--- config.mk ---
export PLATFORM = sky130hd
export DESIGN_NAME = soc_back
export DESIGN_NICKNAME = d
export VERILOG_FILES = /design/src/hw/rtl/soc_pkg.sv /design/src/hw/rtl/soc_back.sv
export SDC_FILE = /design/constraint.sdc
export NUM_CORES = 2
export LEC_CHECK = 0
export ABC_AREA = 1
export BUFFER_PORTS_ARGS = -buffer_cell sky130_fd_sc_hd__clkbuf_2
export CAP_MARGIN = 20
export CORE_MARGIN = 3
export CORE_UTILIZATION = 55
export CTS_CLUSTER_DIAMETER = 150
export DETAILED_ROUTE_END_ITERATION = 7
export PLACE_DENSITY_LB_ADDON = 0.05
export SKIP_LAST_GASP = 1
export SYNTH_ARGS = -nofsm -noshare
export SYNTH_HDL_FRONTEND = slang
export SYNTH_SLANG_ARGS = --single-unit
--- constraint.sdc ---
create_clock -name clk -period 11.49 [get_ports clk]
set_input_delay 1.149 -clock clk [delete_from_list [all_inputs] [get_ports clk]]
set_output_delay 1.149 -clock clk [all_outputs]
set_load 0.03 [all_outputs]
--- src/hw/rtl/soc_pkg.sv ---
package soc_pkg;

  localparam int VAL_W       = 32;
  localparam int SUM_W       = 64;
  localparam int CNT_W       = 6;
  localparam int MAX_DIM_DEF = 32;

  typedef struct packed {
    logic signed [VAL_W-1:0] head;
    logic [SUM_W-1:0]        sum;
    logic [CNT_W-1:0]        count;
    logic                    drop;
  } job_t;

  typedef enum logic [1:0] {
    MODE_PASS,
    MODE_ZERO,
    MODE_SCALE
  } mode_t;

  typedef enum logic [2:0] {
    ST_IDLE,
    ST_SQRT,
    ST_DEC,
    ST_HEAD,
    ST_RD,
    ST_MUL,
    ST_DIV,
    ST_EMIT
  } state_t;

endpackage

--- src/hw/rtl/soc_back.sv ---
module soc_back
  import soc_pkg::*;
#(
  parameter int MAX_DIM = MAX_DIM_DEF,
  parameter int IDX_W   = (MAX_DIM > 1) ? $clog2(MAX_DIM) : 1
) (
  input  logic                    clk,
  input  logic                    rst_n,
  input  logic                    job_valid,
  input  job_t                    job,
  output logic                    job_pop,
  output logic                    back_idle,
  output logic [IDX_W-1:0]        rd_addr,
  input  logic signed [VAL_W-1:0] rd_data,
  output logic                    out_valid,
  output logic signed [VAL_W-1:0] out_result_value,
  output logic                    out_result_last,
  output logic                    out_dropped
);

  localparam int STEP_W = $clog2(VAL_W);

  state_t                  state_r, state_nxt;
  mode_t                   mode_r, mode_nxt;
  logic signed [VAL_W-1:0] t_r, t_nxt;
  logic [SUM_W-1:0]        rad_r, rad_nxt;
  logic [VAL_W+1:0]        srem_r, srem_nxt;
  logic [VAL_W-1:0]        root_r, root_nxt;
  logic [STEP_W-1:0]       step_r, step_nxt;
  logic [CNT_W-1:0]        n_r, n_nxt;
  logic [CNT_W-1:0]        i_r, i_nxt;
  logic                    drop_r, drop_nxt;
  logic [VAL_W-1:0]        alpha_r, alpha_nxt;
  logic [SUM_W-1:0]        prod_r, prod_nxt;
  logic                    xneg_r, xneg_nxt;
  logic [VAL_W-1:0]        drem_r, drem_nxt;
  logic [VAL_W-1:0]        quo_r, quo_nxt;
  logic                    ov_r, ov_nxt;
  logic signed [VAL_W-1:0] ovalue_r, ovalue_nxt;
  logic                    olast_r, olast_nxt;

  logic [VAL_W+1:0]        s_try, s_trial;
  logic [VAL_W:0]          d_try;
  logic signed [VAL_W+1:0] t_ext, n_ext, tn_sum;
  logic [VAL_W-1:0]        xmag;
  logic [CNT_W-1:0]        i_inc;

  assign back_idle        = (state_r == ST_IDLE);
  assign rd_addr          = i_r[IDX_W-1:0];
  assign out_valid        = ov_r;
  assign out_result_value = ovalue_r;
  assign out_result_last  = olast_r;
  assign out_dropped      = drop_r;

  assign s_try   = {srem_r[VAL_W-1:0], rad_r[SUM_W-1 -: 2]};
  assign s_trial = {root_r, 2'b01};
  assign d_try   = {drem_r, prod_r[SUM_W-1]};
  assign t_ext   = (VAL_W+2)'(t_r);
  assign n_ext   = $signed({2'b00, root_r});
  assign tn_sum  = t_ext + n_ext;
  assign xmag    = rd_data[VAL_W-1] ? VAL_W'(-rd_data) : rd_data;
  assign i_inc   = i_r + CNT_W'(1);

  always_ff @(posedge clk) begin
    if (!rst_n) begin
      state_r <= ST_IDLE;
      ov_r    <= 1'b0;
    end else begin
      state_r <= state_nxt;
      ov_r    <= ov_nxt;
    end
  end

  always_ff @(posedge clk) begin
    mode_r   <= mode_nxt;
    t_r      <= t_nxt;
    rad_r    <= rad_nxt;
    srem_r   <= srem_nxt;
    root_r   <= root_nxt;
    step_r   <= step_nxt;
    n_r      <= n_nxt;
    i_r      <= i_nxt;
    drop_r   <= drop_nxt;
    alpha_r  <= alpha_nxt;
    prod_r   <= prod_nxt;
    xneg_r   <= xneg_nxt;
    drem_r   <= drem_nxt;
    quo_r    <= quo_nxt;
    ovalue_r <= ovalue_nxt;
    olast_r  <= olast_nxt;
  end

  always_comb begin
    state_nxt  = state_r;
    mode_nxt   = mode_r;
    t_nxt      = t_r;
    rad_nxt    = rad_r;
    srem_nxt   = srem_r;
    root_nxt   = root_r;
    step_nxt   = step_r;
    n_nxt      = n_r;
    i_nxt      = i_r;
    drop_nxt   = drop_r;
    alpha_nxt  = alpha_r;
    prod_nxt   = prod_r;
    xneg_nxt   = xneg_r;
    drem_nxt   = drem_r;
    quo_nxt    = quo_r;
    ov_nxt     = 1'b0;
    ovalue_nxt = ovalue_r;
    olast_nxt  = olast_r;
    job_pop    = 1'b0;
    unique case (state_r)
      ST_IDLE: begin
        if (job_valid) begin
          job_pop   = 1'b1;
          t_nxt     = job.head;
          rad_nxt   = job.sum;
          n_nxt     = job.count;
          drop_nxt  = job.drop;
          srem_nxt  = '0;
          root_nxt  = '0;
          step_nxt  = '0;
          state_nxt = ST_SQRT;
        end
      end
      ST_SQRT: begin
        // one root bit per cycle
        rad_nxt = rad_r << 2;
        if (s_try >= s_trial) begin
          srem_nxt = s_try - s_trial;
          root_nxt = {root_r[VAL_W-2:0], 1'b1};
        end else begin
          srem_nxt = s_try;
          root_nxt = {root_r[VAL_W-2:0], 1'b0};
        end
        step_nxt = step_r + STEP_W'(1);
        if (step_r == STEP_W'(VAL_W-1)) begin
          state_nxt = ST_DEC;
        end
      end
      ST_DEC: begin
        alpha_nxt = tn_sum[VAL_W:1];
        if (n_ext <= t_ext) begin
          mode_nxt = MODE_PASS;
        end else if (n_ext <= -t_ext) begin
          mode_nxt = MODE_ZERO;
        end else begin
          mode_nxt = MODE_SCALE;
        end
        state_nxt = ST_HEAD;
      end
      ST_HEAD: begin
        ov_nxt    = 1'b1;
        olast_nxt = (n_r == '0);
        unique case (mode_r)
          MODE_PASS:  ovalue_nxt = t_r;
          MODE_ZERO:  ovalue_nxt = '0;
          default: begin
            ovalue_nxt = alpha_r[VAL_W-1] ? {1'b0, {(VAL_W-1){1'b1}}} : alpha_r;
          end
        endcase
        i_nxt     = '0;
        state_nxt = (n_r == '0) ? ST_IDLE : ST_RD;
      end
      ST_RD: begin
        state_nxt = ST_MUL;
      end
      ST_MUL: begin
        if (mode_r == MODE_SCALE && root_r != '0) begin
          prod_nxt  = SUM_W'(xmag) * SUM_W'(alpha_r);
          xneg_nxt  = rd_data[VAL_W-1];
          step_nxt  = '0;
          state_nxt = ST_DIV;
        end else begin
          ov_nxt     = 1'b1;
          olast_nxt  = (i_inc == n_r);
          ovalue_nxt = (mode_r == MODE_PASS) ? rd_data : '0;
          i_nxt      = i_inc;
          state_nxt  = (i_inc == n_r) ? ST_IDLE : ST_RD;
        end
      end
      ST_DIV: begin
        // high half is below the norm, so the quotient fits one word
        if (step_r == '0) begin
          drem_nxt = prod_r[SUM_W-1:VAL_W];
          quo_nxt  = '0;
          prod_nxt = {prod_r[VAL_W-1:0], {VAL_W{1'b0}}};
          step_nxt = STEP_W'(1);
        end else begin
          if (d_try >= {1'b0, root_r}) begin
            drem_nxt = VAL_W'(d_try - {1'b0, root_r});
            quo_nxt  = {quo_r[VAL_W-2:0], 1'b1};
          end else begin
            drem_nxt = d_try[VAL_W-1:0];
            quo_nxt  = {quo_r[VAL_W-2:0], 1'b0};
          end
          prod_nxt = prod_r << 1;
          step_nxt = step_r + STEP_W'(1);
          if (step_r == STEP_W'(VAL_W-1)) begin
            state_nxt = ST_EMIT;
          end
        end
      end
      ST_EMIT: begin
        // last quotient bit
        if (d_try >= {1'b0, root_r}) begin
          quo_nxt = {quo_r[VAL_W-2:0], 1'b1};
        end else begin
          quo_nxt = {quo_r[VAL_W-2:0], 1'b0};
        end
        ov_nxt     = 1'b1;
        olast_nxt  = (i_inc == n_r);
        ovalue_nxt = xneg_r ? VAL_W'(-quo_nxt) : quo_nxt;
        i_nxt      = i_inc;
        state_nxt  = (i_inc == n_r) ? ST_IDLE : ST_RD;
      end
      default: state_nxt = ST_IDLE;
    endcase
  end

endmodule

==> out/qor.yml <==
start_util_pct: 55.53
viasPerCell: 5.815
worstPathRequired_ns: 11.78
io_pins: 180
synth_edf_count: 373
synth_top_family_by_area: "adder cells"
worst_slew_pin_slew_ns: 1.200
synth_area_per_cell_um2: 8.108
post_cts_buffers: 0
max_freq_mhz: 95.18
clock_path_buffers: 3
synth_area_leader_cell: "fa_1"
grt_pass1_wl_um: 316700
syn_inst: 7230
grt_max_degree: 100
synth_nets: 8698
die_h_um: 332.5
die-area_um2: 110500
worstPathArrival_ns: 10.80
rows: 119
clkTransAtPathRegs_ns: 0.06
cts_root_buffer: "clkbuf_16"
synth_xor_area_share_pct: 2.089
skew_ns: 0.02306
cts_tree: "yes"
grt-ovfl-total: 0
fill_cells: 9801
ys_ff_latch: 377
drt_iter0_drc: 5341
synthSimpleGateAreaFrac_pct: 19.96
hold_viol_final: 0
ys_warn_count: 0
slew_headroom_pct: 19.71
critical_path_class: "in -> reg"
antenna_found_initial: 4
wirelength_um: 208500
layout-drive-gt1-share_pct: 6.247
cp_slowest_stage_delay_ns: 0.83
syn_area_um2: 58620
htree_num_levels: 2
crit_path_end_kind: "flop"
routedWlPerCell_um: 23.90
synth-compound-area-share_pct: 7.912
cts_resized: 0
outcome: "completed"
final_util_pct: 59.21
slew_violations: 0
clk_latency_ns: 0.60
synthAdderAreaFrac_pct: 39.89
synth-main-ff-cell: "edfxtp_1"
die_w_um: 332.5
cp_max_fo: 14
rsz0062_at_grt: "no"
seqCellArea_um2: 11280
yosysMostFrequentCell: "nand2_1"
vias: 50730
drc: 0
multi_input_area_um2: 41010
muxShareOfSynthArea_pct: 0
synth_top_area_share_pct: 30.67
fin_hold_ws_ns: 0.5125
clock-sinks: 377
ys_seq_area_share_pct: 19.24
async_flop_share_pct: 0
coreArea_um2: 105600
hold_class: "reg -> reg"
cap_violations: 0
critPathMostFrequentCell: "fa_1"
synth_common_cells: "nand2_1 (1476), inv_1 (1364), nor2_1 (966)"
dp_hpwl_um: 169800
port_buffers: 179
yosys-top-cells-area: "fa_1 (31%), edfxtp_1 (19%), nand2_1 (9.5%)"
crit_path_start_kind: "primary input"
ys_types: 66
holdBufCountCts: 0
cts_buffers: 43
gp_congestion: 1.015
fin_tns_setup_ns: 0
grt_pass1_vias: 51010
area_growth_pct: 6.612
antenna_left: 0
nets: 8773
finalCriticalPeriod_ns: 10.51
cp_slowest_cell: "nand2_1"
grt.total_usage_pct: 37.98
setup-violations-final: 0
drt_first_pass_iters: 6
finalCritPeriodShare_pct: 91.44
==> metrics by stage <==
step	setup slack, ns	cell area (um^2)	instances
6_report	0.9841	62500	8724
5_1_grt	0.8008	62500	8723
4_1_cts	1.255	62450	8721
3_5_place_dp	0.6571	61090	8649
3_3_place_gp	0.6489	61070	8648
2_1_floorplan	0.5690	58620	7230
==> placed cells by master (no fill, tap or decap), types with 33 or more instances in the layout <==
master     synthesis  routed
nor4_1            33      33
fa_1             898     898
a21oi_1          306     306
nor3_1            46      45
ha_1             432     432
clkbuf_2           0     179
edfxtp_1         373     373
nand4_1           51      51
nand2_1         1476    1474
nand3_1          209     209
inv_1           1364    1364
nor2_1           966     960
clkbuf_16          0      44
buf_4              9     116
xor2_1            93      93
nor2_2            33      35
o21ai_0          330     329
xnor2_1           45      45
clkinv_1          22      33
==> critical path, delay by kind of cell <==
family	cells	cell delay, ns
fa+ha+maj	9	4.57
compound gates	5	1.59
buf+inv	3	0.29
simple gates	14	3.19
==> final cells by class <==
class                           count  share of cell area (%)
Antenna cell                        1                0.004004
Multi-Input combinational cell   5182                   65.61
Clock buffer                       48                   1.786
Tap cell                         1391                   2.785
Inverter                         1403                   8.436
Clock inverter                     24                  0.3844
Sequential cell                   377                   18.05
Timing Repair Buffer              298                   2.947
==> per-layer routing <==
layer,part of all wire (%),vias to the layer above,global-route usage [%]
li1,-,22520,-
met1,41,24920,53.32
met2,43,2774,57.46
met3,11,517,8.827
met4,4.9,4,14.67
met5,0.011,-,0
==> sequential cells by signal (all words and copies together), names as in the netlist, 2 cells and up <==
| signal | cells |
|---|---|
| mode_r | 2 |
| out_result_value | 32 |
| n_r | 6 |
| alpha_r | 32 |
| quo_r | 31 |
| t_r | 32 |
| drem_r | 32 |
| rad_r | 64 |
| srem_r | 32 |
| prod_r | 64 |
| state_r | 3 |
| i_r | 6 |
| root_r | 32 |
| step_r | 5 |
==> kinds of logic (layout without fill, tap and decap cells) <==
logic type,Yosys count,after routing
xor+xnor,139,139
buf+inv,1671,1773
simple gates,2880,2880
flops,377,377
fa+ha+maj,1330,1330
compound gates,833,833
other cells,0,1
==> final timing paths <==
check / from / endpoint / slack [ns] / depth (start not counted)
hold reg to reg: rad_r[42] / rad_r[44] / 0.51 / 2
hold / removal: rad_r[42] / rad_r[44] / 0.51 / 2
setup reg to reg: alpha_r[21] / prod_r[35] / 2.45 / 26
setup / recovery: rd_data[7] / prod_r[35] / 0.98 / 31
Power is left out: the tool's default activity adds up to more than one toggle a clock period on the data nets, which glitch-free logic cannot reach.
